### config.mk
export PLATFORM = sky130hd
export DESIGN_NAME = motor_speed_integral_controller
export DESIGN_NICKNAME = d
export VERILOG_FILES = /design/src/rtl/msic_pkg.sv /design/src/rtl/motor_speed_integral_controller.sv
export VERILOG_INCLUDE_DIRS = /design/src /design/src/rtl
export SDC_FILE = /design/constraint.sdc
export NUM_CORES = 1
export LEC_CHECK = 0
export BUFFER_PORTS_ARGS = -buffer_cell sky130_fd_sc_hd__buf_2
export CAP_MARGIN = 10
export CORE_ASPECT_RATIO = 1.75
export CORE_UTILIZATION = 34
export CTS_BUF_LIST = sky130_fd_sc_hd__clkbuf_4 sky130_fd_sc_hd__clkbuf_8
export DETAILED_ROUTE_END_ITERATION = 6
export GPL_ROUTABILITY_DRIVEN = 0
export SYNTH_ARGS = -nofsm -noshare
export SYNTH_HDL_FRONTEND = slang
export SYNTH_SLANG_ARGS = --single-unit
### constraint.sdc
create_clock -name i_clk -period 23.4 [get_ports i_clk]
set_clock_uncertainty 0.05 [all_clocks]
set_input_delay 4.68 -clock i_clk [delete_from_list [all_inputs] [get_ports i_clk]]
set_output_delay 4.68 -clock i_clk [all_outputs]
set_load 0.02 [all_outputs]
### src/rtl/motor_speed_integral_controller_defines.svh
// assertion macros for the motor speed integral controller
`ifndef MOTOR_SPEED_INTEGRAL_CONTROLLER_DEFINES_SVH
`define MOTOR_SPEED_INTEGRAL_CONTROLLER_DEFINES_SVH

`ifndef SYNTHESIS
// check a property on the block clock, held off during reset
`define MSIC_ASSERT(label, prop, msg) \
    label: assert property (@(posedge i_clk) disable iff (!i_rst_n) prop) else $error(msg);
// check a property on the block clock at every edge, reset included
`define MSIC_ASSERT_ALWAYS(label, prop, msg) \
    label: assert property (@(posedge i_clk) prop) else $error(msg);
`else
`define MSIC_ASSERT(label, prop, msg)
`define MSIC_ASSERT_ALWAYS(label, prop, msg)
`endif

`endif

### src/rtl/msic_pkg.sv
// types and constants of the motor speed integral controller
package msic_pkg;

    // field widths
    localparam int unsigned ActionW  = 2;
    localparam int unsigned SpeedW   = 17;
    localparam int unsigned DutyW    = 16;
    localparam int unsigned SetW     = 16;
    localparam int unsigned InDataW  = 24;
    localparam int unsigned OutDataW = 32;
    localparam int unsigned CfgIdxW  = 1;

    // setpoint steps in thousandths rps
    localparam logic [SetW-1:0] SetpointReset = 16'd20000;
    localparam logic [SetW-1:0] SetpointStep  = 16'd5000;
    localparam logic [SetW-1:0] SetpointMin   = 16'd10000;
    localparam logic [SetW-1:0] SetpointTop   = 16'd55000;
    localparam logic [SetW-1:0] SetpointMax   = 16'd60000;

    // duty limit reset values
    localparam logic [DutyW-1:0] FloorReset   = 16'd40;
    localparam logic [DutyW-1:0] CeilingReset = 16'd39960;

    // input action codes
    typedef enum logic [ActionW-1:0] {
        ACT_UPDATE   = 2'd0,
        ACT_INCREASE = 2'd1,
        ACT_DECREASE = 2'd2,
        ACT_OFF      = 2'd3
    } t_action;

    // configuration register indexes
    typedef enum logic [CfgIdxW-1:0] {
        CFG_DUTY_FLOOR   = 1'b0,
        CFG_DUTY_CEILING = 1'b1
    } t_cfg_index;

endpackage

### src/rtl/motor_speed_integral_controller.sv
// integral speed controller: stepped setpoint and clamped duty integrator
//
// Usage: each transfer on the s_axis channel carries one command (update with
// a measured speed, setpoint up, setpoint down, motor off) and produces
// exactly one result transfer on the m_axis channel with the duty count, a
// write strobe for the PWM (tuser) and the setpoint after the command.
// The command is registered on acceptance and evaluated from the input
// register; once the result register is free, the setpoint and integrator
// update and the result register loads.
// One command is taken per cycle while the receiver keeps up; the single
// evaluation stage between the input and result registers sets that rate.
// When the receiver stalls, the result register holds its item and the
// input register still takes one more command; after that s_axis_tready
// drops until the result is taken.
// The cfg channel writes duty_floor (index 0) and duty_ceiling (index 1) and is
// always ready; the user must write it only while the block is idle (not enforced).
// Synchronous active-low reset empties both registers, sets the setpoint to
// 20000, the integrator to 0 and the limits to 40 and 39960.
`include "motor_speed_integral_controller_defines.svh"

module motor_speed_integral_controller
    import msic_pkg::*;
(
    input  logic                i_clk,
    input  logic                i_rst_n,
    // command stream
    input  logic                s_axis_tvalid,
    output logic                s_axis_tready,
    input  logic [InDataW-1:0]  s_axis_tdata,   // [1:0] action, [18:2] measured_speed
    // result stream
    output logic                m_axis_tvalid,
    input  logic                m_axis_tready,
    output logic [OutDataW-1:0] m_axis_tdata,   // [15:0] duty_count, [31:16] target_speed
    output logic                m_axis_tuser,   // [0] duty_write
    // configuration writes
    input  logic                i_cfg_valid,
    output logic                o_cfg_ready,
    input  logic [CfgIdxW-1:0]  i_cfg_index,
    input  logic [DutyW-1:0]    i_cfg_data
);

    // input register
    logic              r_in_valid;
    t_action           r_in_action;
    logic [SpeedW-1:0] r_in_speed;

    // state and limits
    logic [SetW-1:0]  r_setpoint;
    logic [DutyW-1:0] r_duty;
    logic [DutyW-1:0] r_floor;
    logic [DutyW-1:0] r_ceiling;

    // result register
    logic             r_out_valid;
    logic [DutyW-1:0] r_out_duty;
    logic             r_out_write;
    logic [SetW-1:0]  r_out_set;

    // evaluation stage
    logic                w_accept;
    logic                w_out_free;
    logic                w_adv;
    logic signed [17:0]  w_err;
    logic signed [19:0]  w_prod;
    logic signed [19:0]  w_prod_adj;
    logic signed [13:0]  w_quot;
    logic signed [17:0]  w_sum;
    logic [DutyW-1:0]    w_clamped;
    logic [SetW-1:0]     n_setpoint;
    logic [DutyW-1:0]    n_duty;
    logic [DutyW-1:0]    n_out_duty;
    logic                n_out_write;

    // handshake
    assign w_out_free    = !r_out_valid || m_axis_tready;
    assign w_adv         = r_in_valid && w_out_free;
    assign s_axis_tready = !r_in_valid || w_adv;
    assign w_accept      = s_axis_tvalid && s_axis_tready;
    assign o_cfg_ready   = 1'b1;

    // error, gain of 3/64 truncated toward zero, integrator sum
    assign w_err      = $signed({2'b00, r_setpoint}) - $signed({1'b0, r_in_speed});
    assign w_prod     = ({{2{w_err[17]}}, w_err} <<< 1) + {{2{w_err[17]}}, w_err};
    assign w_prod_adj = w_prod + (w_prod[19] ? 20'sd63 : 20'sd0);
    assign w_quot     = w_prod_adj[19:6];
    assign w_sum      = $signed({2'b00, r_duty}) + {{4{w_quot[13]}}, w_quot};

    // clamp, floor first
    always_comb begin
        if (w_sum < $signed({2'b00, r_floor})) begin
            w_clamped = r_floor;
        end else if (w_sum > $signed({2'b00, r_ceiling})) begin
            w_clamped = r_ceiling;
        end else begin
            w_clamped = w_sum[DutyW-1:0];
        end
    end

    // command decode
    always_comb begin
        n_setpoint  = r_setpoint;
        n_duty      = r_duty;
        n_out_duty  = '0;
        n_out_write = 1'b0;
        unique case (r_in_action)
            ACT_UPDATE: begin
                n_duty      = (r_setpoint == '0) ? '0 : w_clamped;
                n_out_duty  = n_duty;
                n_out_write = 1'b1;
            end
            ACT_INCREASE: begin
                if (r_setpoint == '0) begin
                    n_setpoint = SetpointMin;
                end else if (r_setpoint <= SetpointTop) begin
                    n_setpoint = r_setpoint + SetpointStep;
                end
            end
            ACT_DECREASE: begin
                if (r_setpoint > SetpointMin) begin
                    n_setpoint = r_setpoint - SetpointStep;
                end else if (r_setpoint == SetpointMin) begin
                    n_setpoint = '0;
                end
            end
            ACT_OFF: begin
                n_out_write = 1'b1;
            end
            default: begin
                n_out_write = 1'b0;
            end
        endcase
    end

    // input register
    always_ff @(posedge i_clk) begin
        if (!i_rst_n) begin
            r_in_valid <= 1'b0;
        end else if (w_accept) begin
            r_in_valid <= 1'b1;
        end else if (w_adv) begin
            r_in_valid <= 1'b0;
        end
        if (w_accept) begin
            r_in_action <= t_action'(s_axis_tdata[ActionW-1:0]);
            r_in_speed  <= s_axis_tdata[ActionW+SpeedW-1:ActionW];
        end
    end

    // controller state
    always_ff @(posedge i_clk) begin
        if (!i_rst_n) begin
            r_setpoint <= SetpointReset;
            r_duty     <= '0;
        end else if (w_adv) begin
            r_setpoint <= n_setpoint;
            r_duty     <= n_duty;
        end
    end

    // limit registers
    always_ff @(posedge i_clk) begin
        if (!i_rst_n) begin
            r_floor   <= FloorReset;
            r_ceiling <= CeilingReset;
        end else if (i_cfg_valid && o_cfg_ready) begin
            unique case (t_cfg_index'(i_cfg_index))
                CFG_DUTY_FLOOR:   r_floor   <= i_cfg_data;
                CFG_DUTY_CEILING: r_ceiling <= i_cfg_data;
                default:          r_floor   <= r_floor;
            endcase
        end
    end

    // result register
    always_ff @(posedge i_clk) begin
        if (!i_rst_n) begin
            r_out_valid <= 1'b0;
        end else if (w_adv) begin
            r_out_valid <= 1'b1;
        end else if (m_axis_tready) begin
            r_out_valid <= 1'b0;
        end
        if (w_adv) begin
            r_out_duty  <= n_out_duty;
            r_out_write <= n_out_write;
            r_out_set   <= n_setpoint;
        end
    end

    assign m_axis_tvalid = r_out_valid;
    assign m_axis_tdata  = {r_out_set, r_out_duty};
    assign m_axis_tuser  = r_out_write;

    // checks
    `MSIC_ASSERT(a_setpoint_legal,
        (r_setpoint == '0) || ((r_setpoint >= SetpointMin) && (r_setpoint <= SetpointMax)),
        "setpoint left its legal range")
    `MSIC_ASSERT(a_nowrite_zero_duty,
        (m_axis_tvalid && !m_axis_tuser) |-> (m_axis_tdata[DutyW-1:0] == '0),
        "setpoint change result carries a nonzero duty")
    `MSIC_ASSERT(a_stopped_update_zero,
        (w_adv && (r_in_action == ACT_UPDATE) && (r_setpoint == '0)) |=>
            ((r_out_duty == '0) && (r_duty == '0)),
        "update at stopped setpoint did not force zero duty")
    `MSIC_ASSERT(a_full_stall_blocks,
        (r_in_valid && r_out_valid && !m_axis_tready) |-> !s_axis_tready,
        "command taken while both registers are held")
    `MSIC_ASSERT_ALWAYS(a_cfg_always_ready, o_cfg_ready,
        "configuration channel not ready")

endmodule
After elaboration in Yosys (flattened, before gate mapping)
Cells that the tools add are included.

storage, ports and cells
  output and inout bits = 36
  bits of input ports = 46
  register bits after elaboration = 118
  word-level logic and storage cells = 54

cells by class
  eq/ne operators = 4
  add/subtract/negate cells = 6
  magnitude comparators = 4
  bitwise logic cells = 1
  mux-type cells = 14
  reductions and logical operators = 14

operator list
  kind                    number
  $mux 16                 7
  $pmux 16 s2             1
  $add 19x18->20          1
  $add 20x7->20           1
  $add 17x14->18          1
  $gt 18x17->1            1
  $lt 18x17->1            1
  $sub 16x17->18          1
  $add 16x13->16 const B  1
  $eq 16x14->1 const B    1
  $gt 16x14->1 const B    1
  $le 16x16->1 const B    1
  $logic_not 16->1        1
  $sub 16x13->16 const B  1
  $mux 6                  1
  $reduce_and 2->1        3
  $mux 1                  5
  $eq 2x2->1 const B      2
  $reduce_bool 2->1       2
  $eq 2x1->1 const B      1
  $logic_and 1x1->1       2
  $logic_not 1->1         2
  $logic_not 2->1         1
  $logic_or 1x1->1        2
  2 further kinds         2

Logic depth before layout (Yosys ltp)
Gate-level depths: netlist of the first run.

  word-level depth = 9
  depth in mapped cells = 47
  depth with buffers taken out = 42

Least setup slack after synthesis of the first run
OpenSTA, ideal clock, no wires.

  path type = in2out
  start point = input port m_axis_tready
  end point = output port s_axis_tready
  stages = 2
  data arrival time = 5.033 ns
  data required time = 18.670 ns
  setup slack = 13.637 ns
  path buffers = 0
  cells stage by stage = nor2b_1 -> nand2_1

on the way
  longest elaborated chain between the ends = 3

ends and longest elaborated chain
  element             RTL line                               RTL
  start: declaration  motor_speed_integral_controller.sv:32  input logic m_axis_tready,
  $logic_or 1x1->1    motor_speed_integral_controller.sv:75  assign w_out_free = !r_out_valid || m_axis_tready;
  $logic_and 1x1->1   motor_speed_integral_controller.sv:76  assign w_adv = r_in_valid && w_out_free;
  $logic_or 1x1->1    motor_speed_integral_controller.sv:77  assign s_axis_tready = !r_in_valid || w_adv;
  end: declaration    motor_speed_integral_controller.sv:28  output logic s_axis_tready,

No other way between the ends.

Final worst setup path of the first run
  start point = register r_setpoint[4]
  end point = register r_out_duty[7], data pin

on the way
  longest elaborated chain between the ends = 9
  elaborated cells between the ends (all ways) = 11
  classes of those cells = 4 x add/sub; 2 x order compare; 4 x mux; 1 x reduce/logical

ends and longest elaborated chain
  element                   RTL line                                RTL
  start: declaration        motor_speed_integral_controller.sv:48   logic [SetW-1:0] r_setpoint;
  start signal: assignment  motor_speed_integral_controller.sv:152  r_setpoint <= SetpointReset;
  start signal: assignment  motor_speed_integral_controller.sv:155  r_setpoint <= n_setpoint;
  $sub 16x17->18            motor_speed_integral_controller.sv:82   assign w_err = $signed({2'b00, r_setpoint}) - $signed({1'b0, r_in_speed});
  $add 19x18->20            motor_speed_integral_controller.sv:83   assign w_prod = ({{2{w_err[17]}}, w_err} <<< 1) + {{2{w_err[17]}}, w_err};
  $mux 6                    motor_speed_integral_controller.sv:84   assign w_prod_adj = w_prod + (w_prod[19] ? 20'sd63 : 20'sd0);
  $add 20x7->20             motor_speed_integral_controller.sv:84
  $add 17x14->18            motor_speed_integral_controller.sv:86   assign w_sum = $signed({2'b00, r_duty}) + {{4{w_quot[13]}}, w_quot};
  $gt 18x17->1              motor_speed_integral_controller.sv:92   end else if (w_sum > $signed({2'b00, r_ceiling})) begin
  $mux 16                   motor_speed_integral_controller.sv:92
  $mux 16                   motor_speed_integral_controller.sv:90   if (w_sum < $signed({2'b00, r_floor})) begin
  $mux 16 *                 motor_speed_integral_controller.sv:107  n_duty = (r_setpoint == '0) ? '0 : w_clamped;
  end signal: assignment    motor_speed_integral_controller.sv:184  r_out_duty <= n_out_duty;
  end: declaration          motor_speed_integral_controller.sv:55   logic [DutyW-1:0] r_out_duty;

Mark *: on every way between the ends. The rest lies on a longest branch, timed or not.
A chain may end at the register's enable or synchronous reset.

==> qor.txt, run 1 <==
synthesized net count -> 1478
Tot GR Track Use -> 20.4%
Via density -> 5.76
Final Core Density -> 37.7%
Port Buffers -> 75
clk slew on worst S/H paths -> 0.08 ns
Avg Cell Area, Syn -> 8.06 sq um
Antenna Violating Nets Remaining -> 0
Filler cells -> 3189
Initial DRC Count -> 620
Final Hold Vio Count -> 0
Initial Utilization -> 34.8%
RSZ-0062 raised after global routing -> false
Crit path buffers/inverters -> 4
Critical-path top delay cell -> nor3_1
Max stage delay on crit path -> 0.71 ns
critical path class -> flop to flop
final wirelength -> 32.4 mm
MaxCap Viol Count -> 0
Post-synth EDFFs -> 52
Ys Warns -> 0
Clock Sink Count -> 118
flip-flop and latch area -> 0.00288 sq mm
synthesized area -> 0.0108 sq mm
Final #Nets -> 1503
Critical Path Most Common Cell -> ha_1
Critical Path Source Type -> flop
critical path peak fanout -> 49
fraction of layout cells with a size suffix above 1 -> 12.7%
latest clock arrival within the worst-skew pair -> 0.46 ns
run status -> completed
total power -> 997 uW
Syn Inst Count -> 1336
P_leak -> 0.00457 uW
Max clock buf depth -> 2
max-slew violation count -> 0
wire per inst -> 18.3 um
CP Data Required Time -> 23.58 ns
final setup vio count -> 0
crit share post-route -> 47.9%
CTS tree -> yes
post-CTS sizing -> 0
P per Cell Area -> 85.5 mW/mm^2
number of global-route vias before repair -> 9778
Worst Setup End Kind -> flop
Num CTS Buffers -> 17
Area Growth Syn to Fin -> 8.35%
I/O pins -> 82
critical path's top delay family -> compound AO/OA/AOI/OAI gates
Post-Place Worst Slack -> 12.33 ns
postcts setup bufs -> 0
Final min period -> 11.20 ns
post-synth cell types -> 93
antenna cell count -> 0
H-tree levels -> 4
Worst VDD drop -> 0.0000509 V
chip width -> 136 um
area of the multi-input gates -> 0.00709 sq mm
asr flop ratio synth -> 0%
CTS Root Cell -> clkbuf_8
Worst Path Arrival -> 11.38 ns
sequential area share after synthesis -> 26.8%
Post-route DRC -> 0
gr ovfl total -> 0
final worst slack -> 12.20 ns
hpwl dp -> 24.7 mm
slew margin rel. -> 25.6%
hold_buf cts -> 0
Peak Freq -> 89.3 MHz
via count -> 10164
setup TNS -> 0 ns
antenna violations before repair -> 0
row count -> 85
HP Class -> flop to flop
Core Box Area -> 0.0309 sq mm
largest net degree at the start of global routing -> 51
Worst Tran Pin Value -> 1.11 ns
Detailed Routing Iterations Pass 1 -> 5
Most used DFF post-synth -> dfxtp_1
first-pass GRT wire length -> 51.2 mm
Die Ht -> 237 um
die area -> 0.0324 sq mm
post-synthesis register bit count -> 118
==> per-stage QoR <==
| stage | instances | hold WS [ns] | instance area, sq um |
|---|---|---|---|
| floorplan | 1336 | 0.404 | 10800 |
| global placement | 1733 | 0.422 | 11300 |
| detailed placement | 1733 | 0.426 | 11300 |
| CTS | 1765 | 0.448 | 11700 |
| global route | 1765 | 0.473 | 11700 |
| finish | 1765 | 0.445 | 11700 |
==> metal layers <==
| layer | global-route usage [%] | wire, um |
|---|---|---|
| met3 | 2.67 | 1120 |
| met1 | 20.6 | 11900 |
| met5 | 0 | 0 |
| met2 | 37.4 | 17200 |
| met4 | 14.9 | 2240 |
==> cell usage after synthesis (11+ instances only) <==
cell type  instances  share of area (%)
nand2_1          148                5.2
inv_1            100                3.5
ha_1              93                 11
nor3_1            86                4.0
nor2_1            81                2.8
a21oi_1           72                3.3
dfxtp_1           66                 12
o21ai_0           61                2.8
edfxtp_1          52                 15
clkbuf_1          50                1.7
nand4_1           41                2.4
nand3_1           40                1.9
o211ai_1          35                2.4
a21boi_0          27                1.9
o31ai_1           26                1.8
xnor2_1           25                2.0
a21o_1            18                1.3
o2111ai_1         17                1.4
xor2_1            17                1.4
nand2b_1          15               0.87
a211oi_1          14               0.98
and2_1            14               0.81
nor2b_1           14               0.81
o21a_1            14               0.98
and3_1            13               0.76
buf_2             12               0.56
a211o_1           11               0.90
==> final cells by class <==
cell class / instances / area share, %
Clock buffer: 17 / 2.01
Clock inverter: 15 / 1.12
Inverter: 101 / 3.25
Multi-Input combinational cell: 1038 / 60.8
Sequential cell: 118 / 24.7
Tap cell: 391 / 4.20
Timing Repair Buffer: 85 / 3.86
==> layout by cell type (no fill, tap or decap), drive strengths merged, types with 15 or more instances in the layout <==
master	n
a211oi	15
a21boi	30
a21o	18
a21oi	73
and2	16
buf	85
clkbuf	17
dfxtp	66
edfxtp	52
ha	93
inv	104
nand2	150
nand2b	15
nand3	40
nand4	41
nor2	82
nor3	88
nor4	19
o2111ai	18
o211ai	38
o21a	16
o21ai	66
o31ai	28
xnor2	25
xor2	17
==> flip-flops by register name (all words and copies together) (netlist names) <==
signal / flops
m_axis_tuser: 1
m_axis_tvalid: 1
r_ceiling: 16
r_duty: 16
r_floor: 16
r_in_action: 2
r_in_speed: 17
r_in_valid: 1
r_out_duty: 16
r_out_set: 16
r_setpoint: 16
==> power breakdown <==
part / switching [uW] / internal (uW)
combinational: 370 / 214
clock: 92.0 / 83.7
sequential: 11.1 / 226
total: 474 / 524
==> final timing paths <==
check,from,endpoint,slack (ns),cells after the start
setup / recovery,r_setpoint[4],r_out_duty[7],12.20,36
hold / removal,r_duty[13],r_duty[13],0.45,2
setup reg to reg,r_setpoint[4],r_out_duty[7],12.20,36
hold reg to reg,r_duty[13],r_duty[13],0.45,2
==> worst register-to-register path: cells and delay by family (launching register included) <==
kind | cells | cell delay (ns)
AOI/OAI and AO/OA | 17 | 4.97
xor gates and xnor gates | 1 | 0.10
adders and majority gates | 4 | 1.27
buffers and inverters | 4 | 1.01
DFF | 1 | 0.70
muxes | 1 | 0.35
and+or+nand+nor | 9 | 2.55
==> kinds of logic after synthesis <==
logic type / count (synthesis) / share of synthesized area, %
other: 1 / 0.0348
adder cells (fa/ha/maj): 96 / 11.4
AO/OA/AOI/OAI: 368 / 24.4
multiplexers: 19 / 1.99
AND/OR/NAND/NOR: 512 / 24.6
XOR/XNOR: 42 / 3.42
buffers and inverters: 180 / 7.35
flip-flops: 118 / 26.8
(Power assumes the default switching activity.)
==> inputs of run 2 (changes only) <==
Settings changed: ABC_AREA set to 1.
Clock period 23.4 ns to 9.4 ns, I/O delays scaled along.
==> run 2 against run 1 <==
The run now ends with DRC left. Design area decreased by 11%. Combinational power increased to 2.6 times the previous value. Routed wire length decreased by 24%. Clock power increased to 2.6 times the previous value. Synthesized area decreased by 13%. Flip-flop and latch count unchanged. Worst hold slack got worse by 0.012 ns. Total power increased to 2.6 times the previous value.
==> qor.txt, run 2 <==
r2r setup slk -> 1.13 ns (-11.08 ns)
Max clock buf depth -> 2 (unchanged)
top-count cell post-synth -> nand2_1
Worst Path Arrival -> 8.52 ns (-2.86 ns)
Critical-path top delay cell -> dfxtp_1
setup TNS -> 0 ns (unchanged)
Final #Nets -> 1426 (-5.1%)
wire per inst -> 14.8 um (-19%)
row count -> 80 (-5.9%)
Yosys top cell area share -> 16.7% (+2.2 points)
Antenna Violating Nets Remaining -> 0 (unchanged)
Sw Pwr -> 1220 uW (+160%)
Detailed Routing Iterations Pass 1 -> 7 (+2)
Reg power frac -> 23.0% (-0.8 points)
Port Buffers -> 75 (unchanged)
max reg flops -> 17 (unchanged)
Num CTS Buffers -> 17 (unchanged)
most frequent cells in the layout -> nand2_1, inv_1, a21oi_1
Ys Warns -> 0 (unchanged)
Filler cells -> 2862 (-10%)
Crit path buffers/inverters -> 2 (-2)
Critical Path Source Type -> flop
Die Ht -> 222 um (-6.6%)
Worst Setup End Kind -> flop
HP Class -> flop to flop
gr ovfl total -> 0 (unchanged)
chip width -> 128 um (-6.6%)
Worst VDD drop -> 0.000109 V (+110%)
leading area contributor after synthesis -> edfxtp_1
Clock Sink Count -> 118 (unchanged)
asr flop ratio synth -> 0% (unchanged)
hpwl dp -> 19.7 mm (-20%)
synthesized net count -> 1366 (-7.6%)
Net Sw Frac -> 47.3% (-0.16 points)
RSZ-0062 raised after global routing -> false
Worst Tran Pin Value -> 1.05 ns (-0.0599 ns)
Clk network pwr share -> 17.5% (about the same)
power share of the combinational group -> 59.5% (+0.9 points)
die area -> 0.0283 sq mm (-13%)
most common cell after layout, fill and taps aside -> nand2_1
antenna violations before repair -> 0 (unchanged)
area of the multi-input gates -> 0.00562 sq mm (-21%)
latest clock arrival within the worst-skew pair -> 0.46 ns (about the same)
clk slew on worst S/H paths -> 0.07 ns (about the same)
Final min period -> 8.27 ns (-2.92 ns)
hold_buf cts -> 0 (unchanged)
antenna cell count -> 0 (unchanged)
max-slew violation count -> 0 (unchanged)
run status -> finished with violations
Synth area leaders -> edfxtp_1, dfxtp_1, ha_1
critical path peak fanout -> 17 (-65%)
Core Box Area -> 0.0272 sq mm (-12%)
post-synthesis register bit count -> 118 (unchanged)
Final Core Density -> 38.3% (+0.61 points)
P_leak -> 0.00468 uW (+2.4%)
Initial Utilization -> 34.4% (-0.35 points)
Post-synth EDFFs -> 52 (unchanged)
final setup vio count -> 0 (unchanged)
fraction of layout cells with a size suffix above 1 -> 17.2% (+4.5 points)
final wirelength -> 24.7 mm (-24%)
MaxCap Viol Count -> 0 (unchanged)
critical path's top delay family -> simple AND/OR/NAND/NOR gates
H-tree levels -> 4 (unchanged)
Pint -> 1360 uW (+160%)
Peak Freq -> 121 MHz (+35%)
failing checks -> DRC
post-synth cell types -> 60 (-35%)
synthesized area -> 0.00937 sq mm (-13%)
Tot GR Track Use -> 18.3% (-2.1 points)
Critical Path Most Common Cell -> nand2_1
CTS tree -> yes
post-CTS sizing -> 0 (unchanged)
Area Growth Syn to Fin -> 11.2%
slew margin rel. -> 29.7% (+4.0 points)
first-pass GRT wire length -> 40.0 mm (-22%)
Post-route DRC -> 1 (+1)
Via density -> 5.01 (-13%)
CTS Root Cell -> clkbuf_8
number of global-route vias before repair -> 8483 (-13%)
via count -> 8345 (-18%)
register name with the most flops -> r_in_speed
Avg Cell Area, Syn -> 7.66 sq um (-4.9%)
flip-flop and latch area -> 0.00288 sq mm (unchanged)
critical path class -> flop to flop
crit share post-route -> 88.0% (+40 points)
P per Cell Area -> 248 mW/mm^2 (+190%)
CP Data Required Time -> 9.65 ns (-13.93 ns)
Initial DRC Count -> 376 (-39%)
Final Hold Vio Count -> 0 (unchanged)
most frequent cells after synthesis -> nand2_1, inv_1, a21oi_1, nor2_1, ha_1
I/O pins -> 82 (unchanged)
Syn Inst Count -> 1224 (-8.4%)
postcts setup bufs -> 0 (unchanged)
sequential area share after synthesis -> 30.8% (+4.0 points)
Max stage delay on crit path -> 0.65 ns (-0.06 ns)
largest net degree at the start of global routing -> 54 (+5.9%)
Most used DFF post-synth -> dfxtp_1
-- run 2: changes by cell type after synthesis, moves of 23 or more --
cell / change
a21boi_0: -24
inv_1: +71
nor3_1: -62
nand2_2: +40
a21oi_2: +23
nand2_1: +24
nand3_1: +25
-- run 2: final timing paths --
check	from	depth (start not counted)	end
max	r_setpoint[7]	40	r_out_duty[5]
min	r_ceiling[1]	2	r_ceiling[1]
max reg2reg	r_setpoint[7]	40	r_out_duty[5]
min reg2reg	r_ceiling[1]	2	r_ceiling[1]
-- run 2: layer usage --
metal | vias up | routed length [um] | global-route usage (%)
met5 | - | 0 | 0
met4 | 0 | 1370 | 11.7
met3 | 67 | 687 | 2.56
met2 | 179 | 13700 | 36.1
met1 | 3822 | 9000 | 16.9
li1 | 4277 | - | -
-- run 2: cell families after synthesis --
logic type | after synthesis | synth area share (%)
and+or+nand+nor | 465 | 24.4
AOI/OAI and AO/OA | 280 | 18.0
buffers and inverters | 220 | 9.31
DFF | 118 | 30.8
adders and majority gates | 96 | 13.1
xor gates and xnor gates | 44 | 4.39
other | 1 | 0.0400
-- run 2: layout make-up --
class / instances / share of cell area (%)
Clock inverter: 9 / 0.744
Clock buffer: 23 / 2.80
Timing Repair Buffer: 79 / 3.89
Tap cell: 369 / 4.43
Multi-Input combinational cell: 886 / 53.9
Sequential cell: 118 / 27.7
Inverter: 182 / 6.58
-- run 2: power groups by stage --
stage	registers (uW)	logic (uW)	clock network, uW
detailed placement	605	1540	0
global placement	604	1510	0
floorplan	605	1220	0
global route	596	1760	485
CTS	594	1550	466
finish	594	1540	452
-- run 2: worst register-to-register path: cells and delay by family (launching register included) --
family / cells / cell delay [ns]
adders and majority gates: 4 / 1.29
buffers and inverters: 2 / 0.41
AOI/OAI and AO/OA: 11 / 2.56
DFF: 1 / 0.65
and+or+nand+nor: 21 / 2.89
xor gates and xnor gates: 2 / 0.29
-- run 2: stage by stage --
stage	std cells	total power [uW]	worst slack (ns)	cell area (sq um)	hold WS, ns
final	1666	2580	1.13	10400	0.433
after global routing	1666	2850	0.301	10400	0.458
after CTS	1666	2610	1.13	10400	0.439
after detailed placement	1634	2140	1.15	10100	0.424
after global placement	1634	2120	1.23	10100	0.422
after floorplan	1224	1820	2.64	9370	0.391
